$ cat src/hw/rtl/mci_pkg.sv
// Shared types, constants and the coefficient schedule for the multilinear cell interpolator.
// No dependencies; mci_coef, mci_mac and the top level refer to this package by scoped names.
package mci_pkg;

  localparam int unsigned VALUE_BITS_DEF = 16;
  localparam int unsigned COORD_BITS_DEF = 16;
  localparam int unsigned NUM_COMP       = 3;
  localparam int unsigned NUM_CORNERS    = 8;

  // Input item function codes
  localparam logic FUNC_LOAD = 1'b0;
  localparam logic FUNC_EVAL = 1'b1;

  // Coefficient index masks (x bit high, then y, then z)
  localparam logic [2:0] MASK_S   = 3'b000;
  localparam logic [2:0] MASK_X   = 3'b100;
  localparam logic [2:0] MASK_Y   = 3'b010;
  localparam logic [2:0] MASK_Z   = 3'b001;
  localparam logic [2:0] MASK_XY  = 3'b110;
  localparam logic [2:0] MASK_XZ  = 3'b101;
  localparam logic [2:0] MASK_YZ  = 3'b011;
  localparam logic [2:0] MASK_XYZ = 3'b111;

  localparam logic [3:0] OP_LAST = 4'd11;

  typedef enum logic [1:0] {
    COORD_X,
    COORD_Y,
    COORD_Z
  } coord_sel_e;

  typedef struct packed {
    logic [2:0] coef_sel;
    coord_sel_e coord_sel;
    logic       use_t;   // operand is the chained product, not a coefficient
    logic       to_acc;  // scaled product goes to the sum, else to the chain register
  } op_t;

  typedef struct packed {
    logic init;    // load sum with constant term
    logic mul;     // multiplier cycle
    logic use_t;
    logic wb;      // shift and write back cycle
    logic to_acc;
  } mac_ctrl_t;

  // Twelve multiply steps of one component; chained terms go x, then y, then z.
  function automatic op_t op_lut(input logic [3:0] idx);
    op_t op;
    op = '{coef_sel: MASK_S, coord_sel: COORD_X, use_t: 1'b0, to_acc: 1'b1};
    case (idx)
      4'd0: op = '{coef_sel: MASK_X,   coord_sel: COORD_X, use_t: 1'b0, to_acc: 1'b1};
      4'd1: op = '{coef_sel: MASK_Y,   coord_sel: COORD_Y, use_t: 1'b0, to_acc: 1'b1};
      4'd2: op = '{coef_sel: MASK_Z,   coord_sel: COORD_Z, use_t: 1'b0, to_acc: 1'b1};
      4'd3: op = '{coef_sel: MASK_XY,  coord_sel: COORD_X, use_t: 1'b0, to_acc: 1'b0};
      4'd4: op = '{coef_sel: MASK_S,   coord_sel: COORD_Y, use_t: 1'b1, to_acc: 1'b1};
      4'd5: op = '{coef_sel: MASK_XZ,  coord_sel: COORD_X, use_t: 1'b0, to_acc: 1'b0};
      4'd6: op = '{coef_sel: MASK_S,   coord_sel: COORD_Z, use_t: 1'b1, to_acc: 1'b1};
      4'd7: op = '{coef_sel: MASK_YZ,  coord_sel: COORD_Y, use_t: 1'b0, to_acc: 1'b0};
      4'd8: op = '{coef_sel: MASK_S,   coord_sel: COORD_Z, use_t: 1'b1, to_acc: 1'b1};
      4'd9: op = '{coef_sel: MASK_XYZ, coord_sel: COORD_X, use_t: 1'b0, to_acc: 1'b0};
      4'd10: op = '{coef_sel: MASK_S,  coord_sel: COORD_Y, use_t: 1'b1, to_acc: 1'b0};
      4'd11: op = '{coef_sel: MASK_S,  coord_sel: COORD_Z, use_t: 1'b1, to_acc: 1'b1};
      default: op = '{coef_sel: MASK_S, coord_sel: COORD_X, use_t: 1'b0, to_acc: 1'b1};
    endcase
    return op;
  endfunction

endpackage

$ cat src/hw/rtl/mci_ram.sv
// Generic single-port-write, single-port-read RAM with registered read data.
// No dependencies.
module mci_ram #(
  parameter int unsigned WIDTH = 48,
  parameter int unsigned DEPTH = 8
) (
  input  logic                     clk_i,
  input  logic                     we_i,
  input  logic [$clog2(DEPTH)-1:0] waddr_i,
  input  logic [WIDTH-1:0]         wdata_i,
  input  logic [$clog2(DEPTH)-1:0] raddr_i,
  output logic [WIDTH-1:0]         rdata_o
);

  logic [WIDTH-1:0] mem_q [DEPTH];
  logic [WIDTH-1:0] rdata_q;

  always_ff @(posedge clk_i) begin
    if (we_i) begin
      mem_q[waddr_i] <= wdata_i;
    end
    rdata_q <= mem_q[raddr_i];
  end

  assign rdata_o = rdata_q;

endmodule

$ cat src/hw/rtl/mci_coef.sv
// Difference coefficient accumulator: builds the eight coefficients per component
// as corners stream in from the corner RAM. Depends on mci_pkg.
module mci_coef #(
  parameter int unsigned VALUE_BITS = mci_pkg::VALUE_BITS_DEF
) (
  input  logic                                clk_i,
  input  logic                                clear_i,
  input  logic                                add_i,
  input  logic [2:0]                          slot_i,
  input  logic [mci_pkg::NUM_COMP*VALUE_BITS-1:0] value_i,
  output logic signed [VALUE_BITS+2:0]        coef_o [mci_pkg::NUM_COMP][mci_pkg::NUM_CORNERS]
);

  localparam int unsigned CW = VALUE_BITS + 3;

  logic signed [CW-1:0] coef_q [mci_pkg::NUM_COMP][mci_pkg::NUM_CORNERS];
  logic signed [CW-1:0] coef_d [mci_pkg::NUM_COMP][mci_pkg::NUM_CORNERS];

  // Corner i feeds every coefficient whose mask covers i, sign by parity of the gap.
  always_comb begin
    logic [2:0]           mk;
    logic signed [CW-1:0] vc;
    coef_d = coef_q;
    mk = '0;
    vc = '0;
    for (int c = 0; c < int'(mci_pkg::NUM_COMP); c++) begin
      vc = CW'($signed(value_i[c*VALUE_BITS +: VALUE_BITS]));
      for (int m = 0; m < int'(mci_pkg::NUM_CORNERS); m++) begin
        mk = 3'(m);
        if (clear_i) begin
          coef_d[c][m] = '0;
        end else if (add_i && ((mk & slot_i) == slot_i)) begin
          coef_d[c][m] = (^(mk ^ slot_i)) ? (coef_q[c][m] - vc) : (coef_q[c][m] + vc);
        end
      end
    end
  end

  always_ff @(posedge clk_i) begin
    coef_q <= coef_d;
  end

  assign coef_o = coef_q;

endmodule

$ cat src/hw/rtl/mci_mac.sv
// Shared multiply / floor-shift / accumulate unit with chain register and output saturation.
// Depends on mci_pkg for the control struct.
module mci_mac #(
  parameter int unsigned VALUE_BITS = mci_pkg::VALUE_BITS_DEF,
  parameter int unsigned COORD_BITS = mci_pkg::COORD_BITS_DEF
) (
  input  logic                          clk_i,
  input  mci_pkg::mac_ctrl_t            ctrl_i,
  input  logic signed [VALUE_BITS+2:0]  coef_i,
  input  logic signed [VALUE_BITS+2:0]  init_i,
  input  logic [COORD_BITS-1:0]         coord_i,
  output logic signed [VALUE_BITS-1:0]  result_o
);

  localparam int unsigned CW = VALUE_BITS + 3;
  localparam int unsigned AW = VALUE_BITS + 6;
  localparam int unsigned PW = CW + COORD_BITS + 1;

  logic signed [CW-1:0] opnd;
  logic signed [PW-1:0] prod_d, prod_q;
  logic signed [PW-1:0] shifted;
  logic signed [CW-1:0] scaled;
  logic signed [CW-1:0] t_q;
  logic signed [AW-1:0] acc_q;

  assign opnd    = ctrl_i.use_t ? t_q : coef_i;
  assign prod_d  = PW'(opnd) * PW'($signed({1'b0, coord_i}));
  // Arithmetic shift floors toward minus infinity; magnitude never exceeds the operand.
  assign shifted = prod_q >>> COORD_BITS;
  assign scaled  = shifted[CW-1:0];

  always_ff @(posedge clk_i) begin
    if (ctrl_i.mul) begin
      prod_q <= prod_d;
    end
    if (ctrl_i.init) begin
      acc_q <= AW'(init_i);
    end else if (ctrl_i.wb && ctrl_i.to_acc) begin
      acc_q <= acc_q + AW'(scaled);
    end
    if (ctrl_i.wb && !ctrl_i.to_acc) begin
      t_q <= scaled;
    end
  end

  // Saturate to the signed value range
  always_comb begin
    if (acc_q[AW-1:VALUE_BITS-1] == '0 || acc_q[AW-1:VALUE_BITS-1] == '1) begin
      result_o = acc_q[VALUE_BITS-1:0];
    end else if (acc_q[AW-1]) begin
      result_o = {1'b1, {(VALUE_BITS-1){1'b0}}};
    end else begin
      result_o = {1'b0, {(VALUE_BITS-1){1'b1}}};
    end
  end

endmodule

$ cat src/hw/rtl/multilinear_cell_interpolator.sv
// Multilinear (linear / bilinear / trilinear) cell interpolator, top level.
// Depends on mci_pkg, mci_ram, mci_coef and mci_mac.
//
//  channel | direction | handshake              | beat payload
//  --------+-----------+------------------------+------------------------------------------
//  in      | in        | in_valid_i / in_stall_o | func, corner, value_x/y/z, coord_x/y/z
//  out     | out       | out_valid_o / out_stall_i | out_x, out_y, out_z
//  cfg     | in        | cfg_valid_i / cfg_ready_o | dims (cfg_data_i)
//
// A load beat writes one corner into the corner RAM; the block stays ready.
// An evaluate beat first streams the eight corners out of the RAM port and builds the
//   difference coefficients, then for each of the first n components (n = active dims) runs
//   a setup step, 12 products on the single shared multiplier (multiply then floor-shift /
//   write back) and a finish step, and at last hands the result off.
// in_stall_o is high while an evaluation runs. A finished result waits in the output register;
//   load beats are still taken meanwhile, and the next evaluation only hands off once it drains.
// Reset (rst_ni, async, active low) clears the sequencer, output valid and dims (to 3).
//   Corner RAM contents are undefined until loaded.
module multilinear_cell_interpolator #(
  parameter int unsigned VALUE_BITS = mci_pkg::VALUE_BITS_DEF,
  parameter int unsigned COORD_BITS = mci_pkg::COORD_BITS_DEF
) (
  input  logic                         clk_i,
  input  logic                         rst_ni,
  // config write channel
  input  logic                         cfg_valid_i,
  output logic                         cfg_ready_o,
  input  logic [1:0]                   cfg_data_i,
  // input channel
  input  logic                         in_valid_i,
  output logic                         in_stall_o,
  input  logic                         func_i,
  input  logic [2:0]                   corner_i,
  input  logic signed [VALUE_BITS-1:0] value_x_i,
  input  logic signed [VALUE_BITS-1:0] value_y_i,
  input  logic signed [VALUE_BITS-1:0] value_z_i,
  input  logic [COORD_BITS-1:0]        coord_x_i,
  input  logic [COORD_BITS-1:0]        coord_y_i,
  input  logic [COORD_BITS-1:0]        coord_z_i,
  // output channel
  output logic                         out_valid_o,
  input  logic                         out_stall_i,
  output logic signed [VALUE_BITS-1:0] out_x_o,
  output logic signed [VALUE_BITS-1:0] out_y_o,
  output logic signed [VALUE_BITS-1:0] out_z_o
);

  localparam int unsigned CW = VALUE_BITS + 3;
  localparam int unsigned RW = mci_pkg::NUM_COMP * VALUE_BITS;

  typedef enum logic [2:0] {
    ST_IDLE,
    ST_READ,
    ST_INIT,
    ST_MUL,
    ST_WB,
    ST_FINISH,
    ST_DONE
  } state_e;

  state_e     state_q;
  logic [1:0] dims_q;
  logic [1:0] n_q;        // effective dims of the running evaluation
  logic [3:0] rd_cnt_q;   // corner slot being read, 8 means draining
  logic [2:0] slot_q;     // slot whose data is on the RAM read port
  logic       rd_vld_q;
  logic [3:0] op_cnt_q;
  logic [1:0] comp_q;
  logic       out_valid_q;

  logic       in_acc;
  logic       eval_start;
  logic       out_free;
  logic [1:0] n_eff;

  logic [COORD_BITS-1:0]       coord_q [mci_pkg::NUM_COMP];
  logic signed [VALUE_BITS-1:0] res_q  [mci_pkg::NUM_COMP];
  logic signed [VALUE_BITS-1:0] out_q  [mci_pkg::NUM_COMP];

  logic [2:0]    rd_addr;
  logic [RW-1:0] ram_rdata;

  logic signed [CW-1:0] coef [mci_pkg::NUM_COMP][mci_pkg::NUM_CORNERS];

  mci_pkg::op_t       op;
  mci_pkg::mac_ctrl_t mac_ctrl;
  logic [COORD_BITS-1:0]        mac_coord;
  logic signed [VALUE_BITS-1:0] mac_result;

  assign cfg_ready_o = 1'b1;
  assign in_stall_o  = (state_q != ST_IDLE);
  assign in_acc      = in_valid_i && !in_stall_o;
  assign eval_start  = in_acc && (func_i == mci_pkg::FUNC_EVAL);
  assign out_free    = !out_valid_q || !out_stall_i;
  assign n_eff       = (dims_q == 2'd0) ? 2'd1 : dims_q;

  // Fold lower-dimension cells onto the trilinear layout: unused axes repeat corners.
  always_comb begin
    case (n_q)
      2'd3:    rd_addr = rd_cnt_q[2:0];
      2'd2:    rd_addr = {1'b0, rd_cnt_q[2:1]};
      default: rd_addr = {2'b00, rd_cnt_q[2]};
    endcase
  end

  mci_ram #(
    .WIDTH (RW),
    .DEPTH (mci_pkg::NUM_CORNERS)
  ) u_corner_ram (
    .clk_i   (clk_i),
    .we_i    (in_acc && (func_i == mci_pkg::FUNC_LOAD)),
    .waddr_i (corner_i),
    .wdata_i ({value_z_i, value_y_i, value_x_i}),
    .raddr_i (rd_addr),
    .rdata_o (ram_rdata)
  );

  mci_coef #(
    .VALUE_BITS (VALUE_BITS)
  ) u_coef (
    .clk_i   (clk_i),
    .clear_i (eval_start),
    .add_i   (rd_vld_q),
    .slot_i  (slot_q),
    .value_i (ram_rdata),
    .coef_o  (coef)
  );

  // Step decode for the shared unit
  assign op = mci_pkg::op_lut(op_cnt_q);

  always_comb begin
    mac_ctrl.init   = (state_q == ST_INIT);
    mac_ctrl.mul    = (state_q == ST_MUL);
    mac_ctrl.use_t  = op.use_t;
    mac_ctrl.wb     = (state_q == ST_WB);
    mac_ctrl.to_acc = op.to_acc;
  end

  always_comb begin
    case (op.coord_sel)
      mci_pkg::COORD_X: mac_coord = coord_q[0];
      mci_pkg::COORD_Y: mac_coord = coord_q[1];
      mci_pkg::COORD_Z: mac_coord = coord_q[2];
      default:          mac_coord = '0;
    endcase
  end

  mci_mac #(
    .VALUE_BITS (VALUE_BITS),
    .COORD_BITS (COORD_BITS)
  ) u_mac (
    .clk_i    (clk_i),
    .ctrl_i   (mac_ctrl),
    .coef_i   (coef[comp_q][op.coef_sel]),
    .init_i   (coef[comp_q][mci_pkg::MASK_S]),
    .coord_i  (mac_coord),
    .result_o (mac_result)
  );

  // Sequencer
  always_ff @(posedge clk_i or negedge rst_ni) begin
    if (!rst_ni) begin
      state_q     <= ST_IDLE;
      dims_q      <= 2'd3;
      n_q         <= 2'd3;
      rd_cnt_q    <= '0;
      slot_q      <= '0;
      rd_vld_q    <= 1'b0;
      op_cnt_q    <= '0;
      comp_q      <= '0;
      out_valid_q <= 1'b0;
      out_q[0]    <= '0;
      out_q[1]    <= '0;
      out_q[2]    <= '0;
    end else begin
      if (cfg_valid_i && cfg_ready_o) begin
        dims_q <= cfg_data_i;
      end
      if (out_valid_q && !out_stall_i) begin
        out_valid_q <= 1'b0;
      end
      rd_vld_q <= 1'b0;
      case (state_q)
        ST_IDLE: begin
          if (eval_start) begin
            n_q      <= n_eff;
            rd_cnt_q <= '0;
            state_q  <= ST_READ;
          end
        end
        ST_READ: begin
          slot_q   <= rd_cnt_q[2:0];
          rd_vld_q <= !rd_cnt_q[3];
          if (rd_cnt_q[3]) begin
            comp_q  <= '0;
            state_q <= ST_INIT;
          end else begin
            rd_cnt_q <= rd_cnt_q + 4'd1;
          end
        end
        ST_INIT: begin
          op_cnt_q <= '0;
          state_q  <= ST_MUL;
        end
        ST_MUL: begin
          state_q <= ST_WB;
        end
        ST_WB: begin
          if (op_cnt_q == mci_pkg::OP_LAST) begin
            state_q <= ST_FINISH;
          end else begin
            op_cnt_q <= op_cnt_q + 4'd1;
            state_q  <= ST_MUL;
          end
        end
        ST_FINISH: begin
          if ((comp_q + 2'd1) < n_q) begin
            comp_q  <= comp_q + 2'd1;
            state_q <= ST_INIT;
          end else begin
            state_q <= ST_DONE;
          end
        end
        ST_DONE: begin
          if (out_free) begin
            out_valid_q <= 1'b1;
            out_q       <= res_q;
            state_q     <= ST_IDLE;
          end
        end
        default: state_q <= ST_IDLE;
      endcase
    end
  end

  // Payload registers
  always_ff @(posedge clk_i) begin
    if (eval_start) begin
      coord_q[0] <= coord_x_i;
      coord_q[1] <= (n_eff >= 2'd2) ? coord_y_i : '0;
      coord_q[2] <= (n_eff == 2'd3) ? coord_z_i : '0;
      res_q[0]   <= '0;
      res_q[1]   <= '0;
      res_q[2]   <= '0;
    end
    if (state_q == ST_FINISH) begin
      res_q[comp_q] <= mac_result;
    end
  end

  assign out_valid_o = out_valid_q;
  assign out_x_o     = out_q[0];
  assign out_y_o     = out_q[1];
  assign out_z_o     = out_q[2];

endmodule
$ cat config.mk
export PLATFORM = sky130hd
export DESIGN_NAME = multilinear_cell_interpolator
export DESIGN_NICKNAME = d
export VERILOG_FILES = /design/src/hw/rtl/mci_pkg.sv /design/src/hw/rtl/mci_ram.sv /design/src/hw/rtl/mci_coef.sv /design/src/hw/rtl/mci_mac.sv /design/src/hw/rtl/multilinear_cell_interpolator.sv
export SDC_FILE = /design/constraint.sdc
export NUM_CORES = 2
export LEC_CHECK = 0
export ABC_AREA = 1
export BUFFER_PORTS_ARGS = -buffer_cell sky130_fd_sc_hd__buf_2
export CAP_MARGIN = 20
export CORE_ASPECT_RATIO = 1.25
export CORE_MARGIN = 2
export CORE_UTILIZATION = 44
export CTS_CLUSTER_SIZE = 10
export DETAILED_ROUTE_END_ITERATION = 16
export PLACE_DENSITY = 0.62
export SETUP_SLACK_MARGIN = 0.2
export SYNTH_ARGS = -nofsm -noshare
export SYNTH_HDL_FRONTEND = slang
export SYNTH_SLANG_ARGS = --single-unit
$ cat constraint.sdc
create_clock -name clk_i -period 8.6 [get_ports clk_i]
set_input_delay 0.43 -clock clk_i [delete_from_list [all_inputs] [get_ports clk_i]]
set_output_delay 0.43 -clock clk_i [all_outputs]
set_load 0.01 [all_outputs]
==> impl_metrics.toml <==
[critical_path]
critical_path_class = "reg2reg"
critPathRequiredTime_ns = 9.18
slowest_stage = "fa_1"
crit_fanout = 50
slowest_delay_ns = 0.60
cp-end-kind = "flop"
cp_common_cell = "nand2_1"
cp-start-kind = "flop"
cp.arrival_ns = 8.71

[floorplan]
die_y_um = 504.0
io_pins = 158
dieArea_sq_mm = 0.2036
fp.dieW_um = 404.0
rows = 183
floorplan.initialDensity_pct = 44.27
design.core.area_sq_mm = 0.1987

[synthesis]
yosysUniqueCellTypes = 53
synthArstFlopShare_pct = 6.284
yosysWarnings = 0
synth_area_sq_mm = 0.08799
yosysTopAreaCellShare_pct = 16.79
synth-edff-count = 492
synth_seq_cells = 1114
synth_seq_area_share_pct = 31.35
synthFlopType = "dfxtp_1"
syn_avg_cell_area_sq_um = 7.070
syn_inst = 12446
yosysTopAreaCell = "edfxtp_1"
postSynthNetCount = 13431
synth.area.top_cells = "edfxtp_1 17%, dfxtp_1 13%, nand2_1 12%"

[run]
maxCapViolCount = 0

[global_routing]
grt_pass1_vias = 81756
track_usage_pct = 33.45
grt_start_max_net_pins = 108
grt_first_pass_wirelength_mm = 512.6
grt.overflow.total = 0
antenna_found_initial = 13

[route]
wirelength_mm = 347.2
dr.pass1.iters = 9
ant_nets = 0
drc_errors = 0
drtIter0Drc = 8367
num_vias = 84685
via_per_inst = 5.534
wl_per_cell_um = 22.69

[finish]
nFillCells = 20081
nets = 13586
syn_to_final_growth_pct = 10.97
regArea_sq_mm = 0.02759
multi_input_area_sq_mm = 0.05198
layout-drive-gt1-share_pct = 6.225

[timing]
setup_tns_ns = 0
hold_viol = 0
fin_crit_sh_pct = 94.54
maxSlewViolCount = 0
fmax_ghz = 0.1230
clock_skew_ns = 0.06836
slew_headroom_pct = 11.94
worstMarginPinSlew_ns = 1.312
rsz0062_at_grt = "yes"
setup_viol = 0
fin_crit_ns = 8.130

[clock_tree]
clk_pin_slew_ns = 0.06
ctsHtreeMaxLevel = 4
cts_buffer_depth = 3
cts_tree = "built"
cts_root_buffer = "clkbuf_16"
clkSinkCount = 1114
worstSkewPairLatency_ns = 0.84
numCtsBuffers = 139

[place]
gp_congestion = 1.027
io_buffers = 156
hpwlAfterDp_mm = 271.6

[worst_hold_path]
hp-class = "in2async"

[status]
status = "complete, no violations"
through the flow:
step                      instances  worst slack, ns  hold slack [ns]  area, sq um  utilization [%]
after floorplan               12446            1.828           0.1344        87990                -
after global placement        14926           0.2741           0.4045        91790            46.19
after detailed placement      14939           0.2139           0.4029        91910            46.24
after CTS                     15288           0.2557          0.04820        97440            49.03
after global routing          15299           0.1700           0.1235        97640            49.13
final                         15303           0.4698          0.08989        97650            49.13
cell usage in the layout (no fill, tap or decap), types with 10 or more instances in the layout:
| master | instances |
|---|---|
| nand2_1 | 2837 |
| inv_1 | 1807 |
| nor2_1 | 1565 |
| o21ai_0 | 1041 |
| nand3_1 | 811 |
| a21oi_1 | 605 |
| ha_1 | 553 |
| dfxtp_1 | 552 |
| edfxtp_1 | 492 |
| fa_1 | 324 |
| buf_4 | 167 |
| buf_2 | 156 |
| o21bai_1 | 147 |
| nand4_1 | 143 |
| clkbuf_16 | 141 |
| xor2_1 | 133 |
| a31oi_1 | 127 |
| or2_2 | 105 |
| dlygate4sd3_1 | 102 |
| o211ai_1 | 89 |
| xnor2_1 | 77 |
| nor3_1 | 71 |
| nand3b_1 | 69 |
| clkbuf_1 | 63 |
| dfrtp_1 | 63 |
| o21ai_1 | 62 |
| o21a_1 | 51 |
| mux2_2 | 50 |
| a21o_1 | 42 |
| a21boi_0 | 26 |
| o221ai_1 | 22 |
| inv_2 | 19 |
| nand2_2 | 15 |
| clkbuf_8 | 15 |
| nand3_2 | 13 |
| a31o_2 | 12 |
| nor2_4 | 11 |
| a211oi_1 | 11 |
| clkinv_16 | 11 |
| buf_6 | 10 |
flip-flops by register name, summed over array words and instances, names as in the netlist, 19 cells and up:
name / cells
coord_q: 48
u_mac.acc_q: 22
u_mac.prod_q: 19
u_corner_ram.rdata_o: 48
u_mac.t_q: 19
u_coef.coef_o: 456
u_corner_ram.mem_q: 384
res_q: 48
Yosys cell counts (11+ instances only):
cell type,instances
o21bai_1,147
o211ai_1,89
or2_2,105
a21boi_0,27
edfxtp_1,492
xor2_1,133
dfrtp_1,66
o221ai_1,22
a21oi_1,606
nand2_2,14
ha_1,553
inv_2,19
a211oi_1,11
a31o_2,12
o21ai_1,16
o21a_1,51
fa_1,325
nand3_1,821
nand2_1,2840
mux2_2,50
inv_1,1817
a21o_1,42
a31oi_1,127
clkbuf_1,313
nor2_1,1573
buf_2,76
buf_1,32
nand3b_1,69
o21ai_0,1089
xnor2_1,77
nor3_1,78
dfxtp_1,552
nand4_1,143
area by class of cell:
type / count / area share (%)
clock buffer: 218 / 4.041
tap: 2590 / 3.319
inverter: 1839 / 7.112
clock inverter: 29 / 0.5792
antenna: 6 / 0.01538
multi-input combinational: 9062 / 53.24
timing repair buffer: 445 / 3.442
sequential: 1114 / 28.26
path summary, 6_finish.rpt:
check / start / slack, ns / to / cells past startpoint
max: comp_q[0] / 0.47 / u_mac.prod_q[34] / 33
max reg2reg: comp_q[0] / 0.47 / u_mac.prod_q[34] / 33
min in group clk_i: corner_i[1] / 0.24 / u_corner_ram.mem_q[3][38] / 3
min reg2reg: res_q[29] / 0.48 / out_y_o[13] / 1
max in group asynchronous: rst_ni / 7.33 / rd_vld_q / 3
min: rst_ni / 0.09 / out_x_o[8] / 2
critical path, delay by kind of cell, from the launching register on:
kind	cells	cell delay, ns
and+or+nand+nor	15	1.46
DFF	1	0.58
AOI/OAI and AO/OA	4	1.01
adders and majority gates	7	3.33
buffers and inverters	7	1.34
logic make-up (layout without fill, tap and decap cells):
logic type               count (synthesis)  in the layout  share of synthesized area, %
AO/OA/AOI/OAI                         2250           2250                         14.20
XOR/XNOR                               210            210                         2.090
adder cells (fa/ha/maj)                878            878                         15.26
buffers and inverters                 2270           2531                         9.835
flip-flops                            1114           1114                         31.34
multiplexers                            50             50                        0.6399
other                                    1              7                      0.004262
AND/OR/NAND/NOR                       5673           5673                         26.63
repair_timing:
| action | in CTS | in global routing |
|---|---|---|
| gates cloned | 0 | 1 |
| resized for setup | 1 | 35 |
| setup buffers | 0 | 6 |
| setup endpoints to repair | 1 | 19 |
| hold endpoints to repair | 463 | 0 |
| hold buffers | 102 | 0 |
metal layers:
metal / part of all wire [%] / global-route usage (%)
met4: 8.2 / 23.33
met2: 45 / 54.00
met3: 6.8 / 5.432
met1: 40 / 40.68
met5: 0.037 / 0
Power is left out: the tool's default activity adds up to more than one toggle a clock period on the data nets, which glitch-free logic cannot reach.
